===== src/rtl/tsa_pkg.sv =====
// shared types and constants for the touch slot allocator
package tsa_pkg;

   localparam int OPCODE_W   = 3;
   localparam int OWNER_IN_W = 8;
   localparam int SLOT_IN_W  = 5;
   localparam int STATUS_W   = 2;
   localparam int SLOT_OUT_W = 4;
   localparam int MASK_W     = 10;
   localparam int TICKS_W    = 16;
   localparam int CSR_DATA_W = 16;
   localparam int CSR_IDX_W  = 1;
   localparam int OWNER_IDS  = 2 ** OWNER_IN_W;

   localparam logic [MASK_W-1:0]  MASK_RESET  = 10'd519;
   localparam logic [TICKS_W-1:0] TICKS_RESET = 16'd50;

   localparam logic [OPCODE_W-1:0] OP_TICK  = 3'd0;
   localparam logic [OPCODE_W-1:0] OP_ALLOC = 3'd1;
   localparam logic [OPCODE_W-1:0] OP_REL   = 3'd2;
   localparam logic [OPCODE_W-1:0] OP_QUERY = 3'd3;
   localparam logic [OPCODE_W-1:0] OP_CLEAR = 3'd4;

   localparam logic [STATUS_W-1:0] ST_DONE    = 2'd0;
   localparam logic [STATUS_W-1:0] ST_NO_FREE = 2'd1;
   localparam logic [STATUS_W-1:0] ST_INVALID = 2'd2;

   localparam logic [CSR_IDX_W-1:0] CSR_MASK  = 1'd0;
   localparam logic [CSR_IDX_W-1:0] CSR_TICKS = 1'd1;

   typedef struct packed {
      logic load;
      logic tick;
      logic alloc;
      logic rel;
      logic query;
      logic clear;
      logic mask_we;
      logic ticks_we;
   } cmd_type;

endpackage


===== src/rtl/tsa_req_if.sv =====
// request channel: one operation item
interface tsa_req_if;
   logic                                valid;
   logic                                ready;
   logic [tsa_pkg::OPCODE_W-1:0]        opcode;
   logic [tsa_pkg::OWNER_IN_W-1:0]      owner;
   logic signed [tsa_pkg::SLOT_IN_W-1:0] slot_in;
   logic                                start_cooldown;

   modport source (output valid, opcode, owner, slot_in, start_cooldown, input ready);
   modport sink   (input valid, opcode, owner, slot_in, start_cooldown, output ready);
endinterface


===== src/rtl/tsa_rsp_if.sv =====
// response channel: one result item
interface tsa_rsp_if;
   logic                           valid;
   logic                           ready;
   logic [tsa_pkg::STATUS_W-1:0]   status;
   logic [tsa_pkg::SLOT_OUT_W-1:0] slot_out;
   logic                           owned;

   modport source (output valid, status, slot_out, owned, input ready);
   modport sink   (input valid, status, slot_out, owned, output ready);
endinterface


===== src/rtl/tsa_ctrl.sv =====
// controller: handshake state machine and opcode decode
module tsa_ctrl (
   input  logic                            clock,
   input  logic                            reset,
   input  logic                            req_valid,
   input  logic [tsa_pkg::OPCODE_W-1:0]    req_opcode,
   output logic                            req_ready,
   output logic                            rsp_valid,
   input  logic                            rsp_ready,
   input  logic                            csr_we,
   input  logic [tsa_pkg::CSR_IDX_W-1:0]   csr_index,
   output tsa_pkg::cmd_type                cmd
);

   typedef enum logic {EMPTY, FULL} state_type;

   state_type state_ff, state_in;
   logic      accept;

   assign req_ready = !reset && (state_ff == EMPTY || rsp_ready);
   assign accept    = req_valid && req_ready;
   assign rsp_valid = state_ff == FULL;

   always_comb begin
      state_in = state_ff;
      case (state_ff)
         EMPTY: begin
            if (accept) state_in = FULL;
         end
         FULL: begin
            if (rsp_ready && !accept) state_in = EMPTY;
         end
         default: state_in = EMPTY;
      endcase
   end

   always_ff @(posedge clock) begin
      if (reset) begin
         state_ff <= EMPTY;
      end else begin
         state_ff <= state_in;
      end
   end

   always_comb begin
      cmd          = '0;
      cmd.load     = accept;
      cmd.tick     = accept && req_opcode == tsa_pkg::OP_TICK;
      cmd.alloc    = accept && req_opcode == tsa_pkg::OP_ALLOC;
      cmd.rel      = accept && req_opcode == tsa_pkg::OP_REL;
      cmd.query    = accept && req_opcode == tsa_pkg::OP_QUERY;
      cmd.clear    = accept && req_opcode == tsa_pkg::OP_CLEAR;
      cmd.mask_we  = csr_we && csr_index == tsa_pkg::CSR_MASK;
      cmd.ticks_we = csr_we && csr_index == tsa_pkg::CSR_TICKS;
   end

endmodule


===== src/rtl/tsa_datapath.sv =====
// datapath: slot table, config registers, free slot search and result register
module tsa_datapath #(
   parameter int SLOT_COUNT  = 10,
   parameter int OWNER_COUNT = 256
) (
   input  logic                                  clock,
   input  logic                                  reset,
   input  tsa_pkg::cmd_type                      cmd,
   input  logic [tsa_pkg::OWNER_IN_W-1:0]        owner,
   input  logic signed [tsa_pkg::SLOT_IN_W-1:0]  slot_in,
   input  logic                                  start_cooldown,
   input  logic [tsa_pkg::CSR_DATA_W-1:0]        csr_data,
   output logic [tsa_pkg::STATUS_W-1:0]          status,
   output logic [tsa_pkg::SLOT_OUT_W-1:0]        slot_out,
   output logic                                  owned
);

   localparam int SLOT_W  = $clog2(SLOT_COUNT);
   localparam int OWNER_W = (OWNER_COUNT >= tsa_pkg::OWNER_IDS) ?
                            tsa_pkg::OWNER_IN_W : $clog2(OWNER_COUNT);
   localparam int EXT_W   = (SLOT_COUNT > tsa_pkg::MASK_W) ? SLOT_COUNT : tsa_pkg::MASK_W;

   typedef logic [OWNER_W-1:0] who_tbl_type [tsa_pkg::OWNER_IDS];

   function automatic who_tbl_type build_who_tbl();
      who_tbl_type t;
      for (int i = 0; i < tsa_pkg::OWNER_IDS; i++) begin
         t[i] = OWNER_W'(i % OWNER_COUNT);
      end
      return t;
   endfunction

   localparam who_tbl_type WHO_TBL = build_who_tbl();

   logic                            busy_ff  [SLOT_COUNT];
   logic                            busy_in  [SLOT_COUNT];
   logic [OWNER_W-1:0]              owner_ff [SLOT_COUNT];
   logic [OWNER_W-1:0]              owner_in [SLOT_COUNT];
   logic [tsa_pkg::TICKS_W-1:0]     cool_ff  [SLOT_COUNT];
   logic [tsa_pkg::TICKS_W-1:0]     cool_in  [SLOT_COUNT];
   logic [tsa_pkg::MASK_W-1:0]      mask_ff;
   logic [tsa_pkg::TICKS_W-1:0]     ticks_ff;
   logic [tsa_pkg::STATUS_W-1:0]    status_ff, status_in;
   logic [tsa_pkg::SLOT_OUT_W-1:0]  slot_out_ff, slot_out_in;
   logic                            owned_ff, owned_in;

   logic [EXT_W-1:0]                mask_ext;
   logic [SLOT_COUNT-1:0]           eligible;
   logic                            found;
   logic [SLOT_W-1:0]               pick;
   logic [OWNER_W-1:0]              who;
   logic                            slot_ok;
   logic [SLOT_W-1:0]               sel;
   logic                            holder;

   assign who      = WHO_TBL[owner];
   assign mask_ext = EXT_W'(mask_ff);
   assign slot_ok  = !slot_in[tsa_pkg::SLOT_IN_W-1] &&
                     ({1'b0, slot_in[tsa_pkg::SLOT_IN_W-2:0]} <
                      tsa_pkg::SLOT_IN_W'(SLOT_COUNT));
   assign sel      = slot_in[SLOT_W-1:0];
   assign holder   = slot_ok && busy_ff[sel] && owner_ff[sel] == who;

   // lowest eligible slot wins
   always_comb begin
      found = 1'b0;
      pick  = '0;
      for (int i = SLOT_COUNT - 1; i >= 0; i--) begin
         eligible[i] = !mask_ext[i] && !busy_ff[i] && cool_ff[i] == '0;
         if (eligible[i]) begin
            found = 1'b1;
            pick  = SLOT_W'(i);
         end
      end
   end

   always_comb begin
      for (int i = 0; i < SLOT_COUNT; i++) begin
         busy_in[i]  = busy_ff[i];
         owner_in[i] = owner_ff[i];
         cool_in[i]  = cool_ff[i];
         if (cmd.tick && cool_ff[i] != '0) cool_in[i] = cool_ff[i] - 1'b1;
         if (cmd.clear) begin
            busy_in[i]  = 1'b0;
            owner_in[i] = '0;
            cool_in[i]  = '0;
         end
      end
      status_in   = tsa_pkg::ST_DONE;
      slot_out_in = '0;
      owned_in    = 1'b0;
      if (cmd.alloc) begin
         if (found) begin
            busy_in[pick]  = 1'b1;
            owner_in[pick] = who;
            slot_out_in    = tsa_pkg::SLOT_OUT_W'(pick);
         end else begin
            status_in = tsa_pkg::ST_NO_FREE;
         end
      end
      if (cmd.rel) begin
         if (holder) begin
            busy_in[sel]  = 1'b0;
            owner_in[sel] = '0;
            if (start_cooldown) cool_in[sel] = ticks_ff;
         end else begin
            status_in = tsa_pkg::ST_INVALID;
         end
      end
      if (cmd.query) begin
         if (slot_ok) owned_in = holder;
         else status_in = tsa_pkg::ST_INVALID;
      end
   end

   always_ff @(posedge clock) begin
      if (reset) begin
         for (int i = 0; i < SLOT_COUNT; i++) begin
            busy_ff[i]  <= 1'b0;
            owner_ff[i] <= '0;
            cool_ff[i]  <= '0;
         end
         mask_ff  <= tsa_pkg::MASK_RESET;
         ticks_ff <= tsa_pkg::TICKS_RESET;
      end else begin
         for (int i = 0; i < SLOT_COUNT; i++) begin
            busy_ff[i]  <= busy_in[i];
            owner_ff[i] <= owner_in[i];
            cool_ff[i]  <= cool_in[i];
         end
         if (cmd.mask_we)  mask_ff  <= csr_data[tsa_pkg::MASK_W-1:0];
         if (cmd.ticks_we) ticks_ff <= csr_data[tsa_pkg::TICKS_W-1:0];
      end
   end

   always_ff @(posedge clock) begin
      if (cmd.load) begin
         status_ff   <= status_in;
         slot_out_ff <= slot_out_in;
         owned_ff    <= owned_in;
      end
   end

   assign status   = status_ff;
   assign slot_out = slot_out_ff;
   assign owned    = owned_ff;

endmodule


===== src/rtl/touch_slot_allocator_cooldown.sv =====
// top level of the touch slot allocator with reuse cooldown
//
//   channel | direction | handshake           | payload
//   req     | in        | valid / ready       | opcode, owner, slot_in, start_cooldown
//   rsp     | out       | valid / ready       | status, slot_out, owned
//   csr     | in        | csr_we, no stall    | csr_index, csr_data
//
// one item per cycle while rsp is not stalled: an item is executed at its accept edge and its result
// shows in the rsp register on the next cycle; the free slot search over all slots is
// combinational, so the slot table updates at that same accept edge
// req.ready is high outside reset while rsp is empty or being taken in the same cycle
// reset is synchronous and leaves every slot free with no cooldown
module touch_slot_allocator_cooldown #(
   parameter int SLOT_COUNT  = 10,
   parameter int OWNER_COUNT = 256
) (
   input  logic                              clock,
   input  logic                              reset,
   tsa_req_if.sink                           req,
   tsa_rsp_if.source                         rsp,
   input  logic                              csr_we,
   input  logic [tsa_pkg::CSR_IDX_W-1:0]     csr_index,
   input  logic [tsa_pkg::CSR_DATA_W-1:0]    csr_data
);

   tsa_pkg::cmd_type cmd;

   tsa_ctrl u_ctrl (
      .clock      (clock),
      .reset      (reset),
      .req_valid  (req.valid),
      .req_opcode (req.opcode),
      .req_ready  (req.ready),
      .rsp_valid  (rsp.valid),
      .rsp_ready  (rsp.ready),
      .csr_we     (csr_we),
      .csr_index  (csr_index),
      .cmd        (cmd)
   );

   tsa_datapath #(
      .SLOT_COUNT  (SLOT_COUNT),
      .OWNER_COUNT (OWNER_COUNT)
   ) u_datapath (
      .clock          (clock),
      .reset          (reset),
      .cmd            (cmd),
      .owner          (req.owner),
      .slot_in        (req.slot_in),
      .start_cooldown (req.start_cooldown),
      .csr_data       (csr_data),
      .status         (rsp.status),
      .slot_out       (rsp.slot_out),
      .owned          (rsp.owned)
   );

endmodule


===== src/flat_wrapper.sv =====
// flat-port wrapper written by rule: the top's interface ports become plain ports
module touch_slot_allocator_cooldown_flat 
#(
   parameter int SLOT_COUNT  = 10,
   parameter int OWNER_COUNT = 256
)
  (clock, reset, csr_we, csr_index, csr_data, req_valid, req_opcode, req_owner, req_slot_in, req_start_cooldown, req_ready, rsp_valid, rsp_status, rsp_slot_out, rsp_owned, rsp_ready);
  tsa_req_if req_i ();
  tsa_rsp_if rsp_i ();
  input  logic clock;
  input  logic reset;
  input  logic csr_we;
  input  logic [tsa_pkg::CSR_IDX_W-1:0] csr_index;
  input  logic [tsa_pkg::CSR_DATA_W-1:0] csr_data;
  input wire logic [$bits(req_i.valid)-1:0] req_valid;
  input wire logic [$bits(req_i.opcode)-1:0] req_opcode;
  input wire logic [$bits(req_i.owner)-1:0] req_owner;
  input wire logic [$bits(req_i.slot_in)-1:0] req_slot_in;
  input wire logic [$bits(req_i.start_cooldown)-1:0] req_start_cooldown;
  output wire logic [$bits(req_i.ready)-1:0] req_ready;
  output wire logic [$bits(rsp_i.valid)-1:0] rsp_valid;
  output wire logic [$bits(rsp_i.status)-1:0] rsp_status;
  output wire logic [$bits(rsp_i.slot_out)-1:0] rsp_slot_out;
  output wire logic [$bits(rsp_i.owned)-1:0] rsp_owned;
  input wire logic [$bits(rsp_i.ready)-1:0] rsp_ready;
  assign req_i.valid = req_valid;
  assign req_i.opcode = req_opcode;
  assign req_i.owner = req_owner;
  assign req_i.slot_in = req_slot_in;
  assign req_i.start_cooldown = req_start_cooldown;
  assign req_ready = req_i.ready;
  assign rsp_valid = rsp_i.valid;
  assign rsp_status = rsp_i.status;
  assign rsp_slot_out = rsp_i.slot_out;
  assign rsp_owned = rsp_i.owned;
  assign rsp_i.ready = rsp_ready;
  touch_slot_allocator_cooldown #(.SLOT_COUNT(SLOT_COUNT), .OWNER_COUNT(OWNER_COUNT)) u_core (.clock(clock), .reset(reset), .req(req_i), .rsp(rsp_i), .csr_we(csr_we), .csr_index(csr_index), .csr_data(csr_data));
endmodule

===== config.mk =====
export PLATFORM = sky130hd
export DESIGN_NAME = touch_slot_allocator_cooldown_flat
export DESIGN_NICKNAME = d
export VERILOG_FILES = /design/src/rtl/tsa_pkg.sv /design/src/rtl/tsa_req_if.sv /design/src/rtl/tsa_rsp_if.sv /design/src/rtl/tsa_ctrl.sv /design/src/rtl/tsa_datapath.sv /design/src/rtl/touch_slot_allocator_cooldown.sv /design/src/flat_wrapper.sv
export SDC_FILE = /design/constraint.sdc
export NUM_CORES = 1
export LEC_CHECK = 0
export BUFFER_PORTS_ARGS = -buffer_cell sky130_fd_sc_hd__buf_4
export CAP_MARGIN = 40
export CELL_PAD_IN_SITES_DETAIL_PLACEMENT = 1
export CELL_PAD_IN_SITES_GLOBAL_PLACEMENT = 1
export CORE_UTILIZATION = 52
export DETAILED_ROUTE_END_ITERATION = 10
export GPL_TIMING_DRIVEN = 0
export PLACE_DENSITY_LB_ADDON = 0.1
export SLEW_MARGIN = 25
export SYNTH_ARGS = -nofsm -noshare
export SYNTH_HDL_FRONTEND = slang
export SYNTH_SLANG_ARGS = --single-unit

===== constraint.sdc =====
create_clock -name clock -period 6.3 [get_ports clock]
set_clock_uncertainty 0.05 [all_clocks]
set_input_delay 0.63 -clock clock [delete_from_list [all_inputs] [get_ports clock]]
set_output_delay 0.63 -clock clock [all_outputs]
set_load 0.01 [all_outputs]

-- Yosys cells after proc, flatten, opt, wreduce, memory -nomap -nowiden
Memories as Yosys holds them, arrays and structs flattened.
Cells that the tools add are included.
Widths: inputs -> output; s select.
- bits in registers: 34
- latch bits: 0
- memory bits (writable): 250
- memory bits (read-only): 2048
- bits of input ports: 39
- output and inout bits: 9
- memories kept: 4
- add/subtract/negate cells: 10
- multiply operators: 0
- div/mod/pow operators: 0
- $lt $le $gt $ge: 6
- eq/ne operators: 5
- shift-type cells: 0
- multiplexer cells: 127
- bitwise gates (word level): 40
- reduce and logical (&&, ||, !) cells: 92
- memories (memory ; depth ; width ; rd ports ; clocked after memory_dff ; write ports ; RTL line ; RTL):
    (name not given) ; 256 ; 8 ; 1 ; 0 ; 0 ; tsa_datapath.sv:56 ; assign who = WHO_TBL[owner];
    u_core.u_datapath.cool_ff ; 10 ; 16 ; 10 ; 0 ; 10 ; tsa_datapath.sv:39 ; logic [tsa_pkg::TICKS_W-1:0] cool_ff [SLOT_COUNT];
    u_core.u_datapath.owner_ff ; 10 ; 8 ; 11 ; 0 ; 10 ; tsa_datapath.sv:37 ; logic [OWNER_W-1:0] owner_ff [SLOT_COUNT];
    u_core.u_datapath.busy_ff ; 10 ; 1 ; 11 ; 0 ; 10 ; tsa_datapath.sv:35 ; logic busy_ff [SLOT_COUNT];
- operators by type and width (cell ; number):
    $mux 16 ; 31
    $mux 160 ; 3
    $mux 80 ; 4
    $mux 8 ; 24
    $bwmux 160 ; 1
    $logic_not 16->1 ; 10
    $reduce_bool 16->1 ; 10
    $sub 16x1->16 const B ; 10
    $and 80x80->80 ; 1
    $bwmux 80 ; 1
    $not 80->80 ; 1
    $demux 16 s4 ; 1
    $demux 8 s4 ; 2
    $logic_and 1x1->1 ; 45
    $mux 10 ; 4
    $mux 4 ; 10
    $mux 1 ; 39
    $or 1x1->1 ; 30
    $logic_not 1->1 ; 23
    $and 10x10->10 ; 1
    $ge 5x5->1 const B ; 2
    $lt 5x1->1 const B ; 2
    $not 10->10 ; 1
    $not 4->5 ; 2
    other kinds (15) ; 22

-- Logic depth before layout (Yosys ltp)
Gate-level depths: netlist (run 1).
An unclocked memory read counts as a cell.
- depth in word-level cells: 26
- depth in mapped cells: 14
- depth with buffers taken out: 9

-- By module
A second synthesis (run 1) with hierarchy kept.
- cell total of the unflattened synthesis: 1777
- area total of the unflattened synthesis: 15741.3 µm²
- by module, submodules not included (module ; times used ; cells each ; area each (µm²) ; seq. area each (µm²)):
    tsa_datapath ; 1 ; 1758 ; 15572.4 ; 5735.5
    tsa_ctrl ; 1 ; 19 ; 168.9 ; 20.0

-- Worst setup path before layout (run 1)
OpenSTA, ideal clock, no wires.
- path kind: input-to-reg
- from: input port req_slot_in[0]
- to: memory u_core.u_datapath.cool_ff[8][10] (netlist bit)
- data arrival time: 3.422 ns
- data required time: 6.122 ns
- setup slack: 2.700 ns
- stages: 12
- buffers on the path: 5
- cells stage by stage: buf_6 buf_2 buf_4 mux2i_1 nor2_1 or4_4 a2111oi_4 nand4b_2 or4_1 buf_6 buf_6 mux2i_1
- RTL lines (what ; RTL line ; RTL):
    start, declared ; flat_wrapper.sv:18 ; input wire logic [$bits(req_i.slot_in)-1:0] req_slot_in;
    end, declared ; tsa_datapath.sv:39 ;

==> run_results.csv, run 1 <==
group,metric,value,unit
run_status,status,"completed",
finish,utilization,60.0,%
global_route,grt_pass1_vias,15900,
finish,drive_gt1_share,11.3,%
timing,finalHoldViolations,0,
clock_network,cts_tree,"yes",
clock_network,cts_setup_buffers,0,
clock_network,root_buffer,"clkbuf_16",
power,p_int,3.03,mW
timing,grt_setup_unrepaired,"no",
clock_network,clockBufferDepth,3,
die,core-area,29800,sq um
critical_path,r2r_slack,2.20,ns
critical_path,start_kind,"primary input",
power,combPwrFrac,6.1,%
synthesis,ys_seq_area_share,36.4,%
place,routabilityCongestion,0.990,
global_route,grt_antenna_before_repair,0,
die,ioPinCount,48,
critical_path,crit_family,"buffers and inverters",
critical_path,critPathBufInv,4,
finish,final_cell_mix,"nand2_1, dfxtp_1, mux2i_1, nor2_1, nor3_1",
critical_path,slowest_delay,0.72,ns
clock_network,cts.repair.resized,0,
critical_path,endpoint_kind,"flip-flop",
timing,setup_tns,0,ns
place,post-place-ws,1.44,ns
clock_network,htreeDepth,2,
critical_path,arrival,4.88,ns
critical_path,worstSetupPathType,"primary input to flip-flop",
critical_path,r2r_start,"u_core.u_datapath.owner_ff[5][5]",
power,switching_share,25.3,%
detailed_routing,wl_per_cell,24.6,microns
critical_path,r2r_cells,9,
detailed_routing,dr.pass1.iters,5,
critical_path,cp_slowest_cell,"o41ai_4",
timing,setup_violations,0,
detailed_routing,vias,15600,
die,initial_core_util,53.0,%
die,dieWidth,176,microns
critical_path,cp.required,6.62,ns
clock_network,numCtsBuffers,35,
finish,area_delta_synth_final,13.2,%
timing,timing.hold.ws,0.277,ns
critical_path,reg2reg_to,"u_core.u_datapath.owner_ff[7][5]",
timing,timing.slew.headroom,36.0,%
synthesis,synth_edf_count,7,
synthesis,async_reset_ff_share,0,%
power,p_leak,8.01,nW
global_route,globalRouteOverflowTotal,0,
synthesis,syn-instance-count,1876,
min_path,min_from,"csr_data[1]",
finish,final_common_cell,"nand2_1",
detailed_routing,routed_wl,58900,microns
place,hpwl,42400,microns
power,power.switching,1.03,mW
detailed_routing,viasPerCell,6.51,
timing,fmax,220,MHz
power,p_clk_share,49.0,%
detailed_routing,drcViolationCount,0,
synthesis,syn_nets,1931,
detailed_routing,first_iter_violations,1109,
synthesis,ys_warn_count,0,
min_path,min_to,"u_core.u_datapath.ticks_ff[1]",
finish,n_antenna_cell,0,
clock_network,insertion_delay,0.54,ns
finish,fin_nets,2029,
power,peakVddDrop,0.190,mV
global_route,grt_pass1_wl,90000,microns
power,sequentialPowerShare,44.9,%
synthesis,syn_area,15800,sq um
die,dieArea,31100,sq um
clock_network,hold_buffers,0,
global_route,grt_max_degree,13,
synthesis,synth_ff_type,"dfxtp_1",
clock_network,clkTransAtPathRegs,0.06,ns
min_path,min_path_cells,3,
finish,final_area,17900,sq um
synthesis,synth.distinct_cells,76,
global_route,grt_usage,37.8,%
timing,fin_crit_sh,72.3,%
synthesis,synth-seq-cells,284,
min_path,hp-class,"primary input to flip-flop",
synthesis,avgSynthCellArea,8.42,sq um
timing,worst-slew-pin-transition,0.951,ns
place,placed_area,16700,sq um
detailed_routing,drt.antenna.violating_nets,0,
die,row_count,63,
power,powerDensity,227,nW/um^2
critical_path,critPathMaxFanout,10,
run,max_cap_viol_count,0,
critical_path,crit_chain,"clkbuf_1 -> or3b_2 -> clkbuf_1 -> o22ai_1 -> or4_4 -> a2111oi_4 -> nand4b_2 -> buf_2 -> buf_2 -> o41ai_4 -> a21oi_1",
timing,setup_slack,1.75,ns
timing,drv_slew,0,
clock_network,cts.sinks,284,
timing,period_needed,4.55,ns
place,io_buffers,38,
die,fp.dieH,176,microns
[power by group through the flow]
stage          sequential [mW]  combinational [mW]  clock [mW]
6_report                  1.82               0.247        1.99
2_1_floorplan             1.86               0.124           0
3_3_place_gp              1.86               0.228           0
4_1_cts                   1.82               0.239        1.99
5_1_grt                   1.82               0.256        2.06
3_5_place_dp              1.86               0.236           0
[state kept, by name (all words and copies together) (netlist names)]
name                        cells
u_core.u_ctrl.rsp_valid         1
u_core.u_datapath.busy_ff      10
u_core.u_datapath.cool_ff     160
u_core.u_datapath.mask_ext     10
u_core.u_datapath.owned         1
u_core.u_datapath.owner_ff     80
u_core.u_datapath.slot_out      4
u_core.u_datapath.status        2
u_core.u_datapath.ticks_ff     16
[metal layers]
layer	part of all wire [%]	GRT usage (%)
met1	41	47.1
met2	47	63.8
met4	5.0	18.5
met5	0	0.160
met3	6.3	5.23
[through the flow]
step | instances | total power, mW
detailed placement | 2317 | 2.10
global route | 2391 | 4.14
finish | 2391 | 4.06
CTS | 2381 | 4.06
global placement | 2304 | 2.09
floorplan | 1876 | 1.98
[Yosys cell counts, types with 5 or more instances]
library cell | count | area [sq um]
or2_2 | 19 | 119
dfxtp_1 | 277 | 5550
nor2_1 | 118 | 443
clkbuf_1 | 81 | 304
and4_1 | 6 | 52.6
a211oi_1 | 12 | 90.1
buf_1 | 6 | 22.5
a31oi_1 | 27 | 169
mux4_2 | 10 | 225
nand4_1 | 40 | 250
o211a_1 | 5 | 50.1
buf_2 | 15 | 75.1
mux2i_1 | 160 | 1600
nor3_1 | 114 | 571
xnor2_1 | 41 | 359
o21ai_0 | 58 | 290
nor4b_1 | 5 | 43.8
nor3b_1 | 5 | 37.5
nand2b_1 | 12 | 75.1
xor2_1 | 87 | 762
a2bb2oi_1 | 11 | 96.3
nand2_1 | 296 | 1110
ha_1 | 16 | 200
or4_1 | 38 | 285
or3_1 | 21 | 131
o2111ai_1 | 6 | 52.6
a21oi_1 | 72 | 360
and2_1 | 14 | 87.6
nand3b_1 | 6 | 45.0
nor4_1 | 66 | 413
o211ai_1 | 7 | 52.6
inv_1 | 35 | 131
nand3_1 | 46 | 230
and3_1 | 7 | 43.8
mux2_2 | 32 | 360
edfxtp_1 | 7 | 210
nor2b_1 | 9 | 56.3
o21ai_1 | 7 | 35.0
buf_6 | 9 | 101
[cell families (layout without fill, tap and decap cells)]
logic type,count (synthesis),count (layout),share of synthesized area (%)
XOR/XNOR,128,128,7.09
adder cells (fa/ha/maj),16,16,1.27
buffers and inverters,150,275,4.18
AO/OA/AOI/OAI,253,253,10.5
multiplexers,202,202,13.8
AND/OR/NAND/NOR,843,843,26.7
flip-flops,284,284,36.4
[worst reg2reg max path: stages (launching register included)]
cell,delay [ns]
dfxtp_1,0.33
mux4_2,0.49
and2_1,0.19
or4_4,0.54
a2111oi_4,0.38
nand4b_2,0.43
buf_2,0.42
buf_2,0.29
o41ai_4,0.73
a21oi_1,0.10
[layout make-up]
type / instances / area (sq um)
multi-input combinational: 1442 / 9420
fill: 3610 / 11900
tap: 390 / 488
buffer: 114 / 526
clock buffer: 49 / 1000
inverter: 36 / 135
timing repair buffer: 61 / 449
clock inverter: 15 / 115
sequential: 284 / 5760
[worst max path at each step]
stage	depth (start not counted)	from	slack, ns	end
final	11	req_slot_in[2]	1.75	u_core.u_datapath.owner_ff[7][5]
after global routing	11	req_slot_in[2]	1.80	u_core.u_datapath.owner_ff[7][2]
after CTS	12	req_slot_in[1]	1.90	u_core.u_datapath.owner_ff[8][7]
after detailed placement	12	req_slot_in[1]	1.44	u_core.u_datapath.busy_ff[6]
after global placement	12	req_slot_in[1]	1.47	u_core.u_datapath.owner_ff[5][4]
after floorplan	12	req_slot_in[0]	2.70	u_core.u_datapath.cool_ff[8][10]
Note: power is estimated with default switching activity, not from simulation.
==> inputs of run 2 (changes only) <==
- CORE_UTILIZATION: 52 -> 44
- clock period: 6.3 -> 3.75 ns (I/O delays scaled with it)
==> run 2 against run 1 <==
  * Critical path depth did not move
  * First-iteration DRC count fell by 32%
  * Wire length rose by 2.4%
  * Count of clock-buffer cells in the layout rose by 8
  * Largest power group unchanged
==> run_results.csv, run 2 (same netlist as run 1, synthesis figures left out) <==
group,metric,value,unit
run_status,status,"completed",
global_route,grt_max_degree,13,
timing,finalHoldViolations,0,
global_route,grt_pass1_vias,15200,
detailed_routing,drt.antenna.violating_nets,0,
timing,setup_violations,0,
clock_network,numCtsBuffers,35,
critical_path,cp.required,4.12,ns
finish,drive_gt1_share,12.2,%
critical_path,critPathMaxFanout,10,
die,ioPinCount,48,
critical_path,path_depth,11,
global_route,grt_usage,32.9,%
power,powerDensity,381,nW/um^2
die,row_count,69,
clock_network,insertion_delay,0.55,ns
critical_path,cp_slowest_cell,"o41ai_2",
finish,final_cell_mix,"nand2_1, dfxtp_1, mux2i_1, nor2_1, nor3_1",
min_path,hp-class,"primary input to flip-flop",
critical_path,start_kind,"primary input",
detailed_routing,viasPerCell,6.08,
timing,period_needed,3.74,ns
run,max_cap_viol_count,0,
timing,setup_tns,0,ns
critical_path,crit_family,"buffers and inverters",
clock_network,clkTransAtPathRegs,0.06,ns
min_path,min_path_cells,3,
detailed_routing,routed_wl,60200,microns
finish,largest_register_ffs,160,
finish,reg_top3,"u_core.u_datapath.cool_ff (160), u_core.u_datapath.owner_ff (80), u_core.u_datapath.ticks_ff (16)",
critical_path,r2r_slack,0.08,ns
critical_path,critPathLaunch,"req_slot_in[2]",
critical_path,slowest_delay,0.56,ns
finish,final_area,18300,sq um
place,routabilityCongestion,0.936,
min_path,min_from,"csr_data[0]",
detailed_routing,wl_per_cell,24.5,microns
timing,timing.slew.headroom,39.4,%
critical_path,crit_chain,"clkbuf_1 -> or3b_2 -> clkbuf_1 -> o22ai_1 -> or4_4 -> a2111oi_4 -> nand4b_4 -> buf_2 -> o41ai_2 -> buf_2 -> a21oi_1",
critical_path,r2r_cells,9,
clock_network,cts_tree,"yes",
detailed_routing,drcViolationCount,0,
place,io_buffers,38,
global_route,grt_antenna_before_repair,0,
finish,fin_nets,2033,
detailed_routing,dr.pass1.iters,5,
timing,drv_slew,0,
finish,final_common_cell,"nand2_1",
power,p_leak,8.17,nW
detailed_routing,vias,15000,
global_route,grt_pass1_wl,90800,microns
clock_network,clockBufferDepth,3,
critical_path,critPathBufInv,4,
place,dp.cells,2391,
critical_path,r2r_start,"u_core.u_datapath.cool_ff[5][7]",
power,peakVddDrop,0.396,mV
detailed_routing,first_iter_violations,751,
global_route,globalRouteOverflowTotal,0,
clock_network,htreeDepth,2,
finish,fillCellCount,4199,
die,core-area,35500,sq um
die,dieWidth,192,microns
die,initial_core_util,44.5,%
clock_network,cts.sinks,284,
timing,fmax,268,MHz
timing,fin_crit_sh,99.6,%
place,placed_area,16800,sq um
timing,worst-slew-pin-transition,0.906,ns
finish,area_delta_synth_final,15.6,%
die,fp.dieH,192,microns
finish,final_cells,2464,
critical_path,arrival,4.11,ns
finish,top_register,"u_core.u_datapath.cool_ff",
die,dieArea,36700,sq um
finish,n_antenna_cell,0,
critical_path,endpoint_kind,"flip-flop",
critical_path,worstSetupPathType,"primary input to flip-flop",
clock_network,root_buffer,"clkbuf_16",
place,hpwl,43700,microns
[run 2: cell count changes in the layout (fill, tap and decap cells not counted), moves of 3 or more]
cell / previous run / this run
nor4_1: 62 / 56
nor3_2: 4 / 1
clkbuf_8: 5 / 11
clkinv_2: 8 / 4
buf_12: 0 / 4
clkbuf_4: 5 / 2
nor3_4: 0 / 4
clkbuf_2: 2 / 6
inv_6: 3 / 0
nor4_2: 6 / 10
clkbuf_1: 89 / 84
[run 2: worst min-delay path, delay by kind of cell]
family / cells / cell delay [ns]
simple gates: 2 / 0.10
buf+inv: 1 / 0.09
[run 2: per-layer routing]
metal | GRT usage (%) | routed length [microns]
met4 | 17.1 | 3120
met2 | 57.4 | 29600
met1 | 39.5 | 25000
met3 | 4.04 | 2530
met5 | 0 | 0
[run 2: cell type report]
cell class	instances	area, sq um	area share, %
Clock buffer	57	1110	6.08
Tap cell	461	577	3.16
Multi-Input combinational cell	1442	9550	52.3
Inverter	36	135	0.740
Timing Repair Buffer	66	556	3.04
Sequential cell	284	5760	31.5
Clock inverter	5	50.0	0.274
Buffer	113	528	2.89
[run 2: path summary, 6_finish.rpt]
path,endpoint
worst max-delay path,u_core.u_datapath.owner_ff[9][7]
worst min-delay path,u_core.u_datapath.mask_ext[0]
worst min register to register,u_core.u_datapath.ticks_ff[12]
worst max register to register,u_core.u_datapath.busy_ff[6]
[run 2: power breakdown]
| part | switching (mW) | total [mW] | internal, mW |
|---|---|---|---|
| clock network | 1.39 | 3.48 | 2.09 |
| registers | 0.0152 | 3.06 | 3.05 |
| logic | 0.312 | 0.424 | 0.112 |
| total | 1.72 | 6.97 | 5.25 |
[run 2: through the flow]
step / util, % / worst slack, ns / power (mW) / hold slack (ns)
5_1_grt: 51.5 / -0.00208 / 7.15 / 0.0302
2_1_floorplan: - / 0.405 / 3.33 / 0.383
3_5_place_dp: 47.4 / -0.731 / 3.54 / 0.401
4_1_cts: 50.9 / -0.179 / 7.00 / 0.00103
3_3_place_gp: 47.0 / -0.966 / 3.52 / 0.392
6_report: 51.5 / 0.0134 / 6.97 / 0.0194
[run 2: timing repair]
| item | CTS | global route |
|---|---|---|
| setup buffers | 2 | 4 |
| hold endpoints to repair | 2 | 0 |
| pin swaps | 1 | 4 |
| hold buffers | 2 | 0 |
| setup endpoints to repair | 109 | 146 |
| gates resized for setup | 6 | 22 |
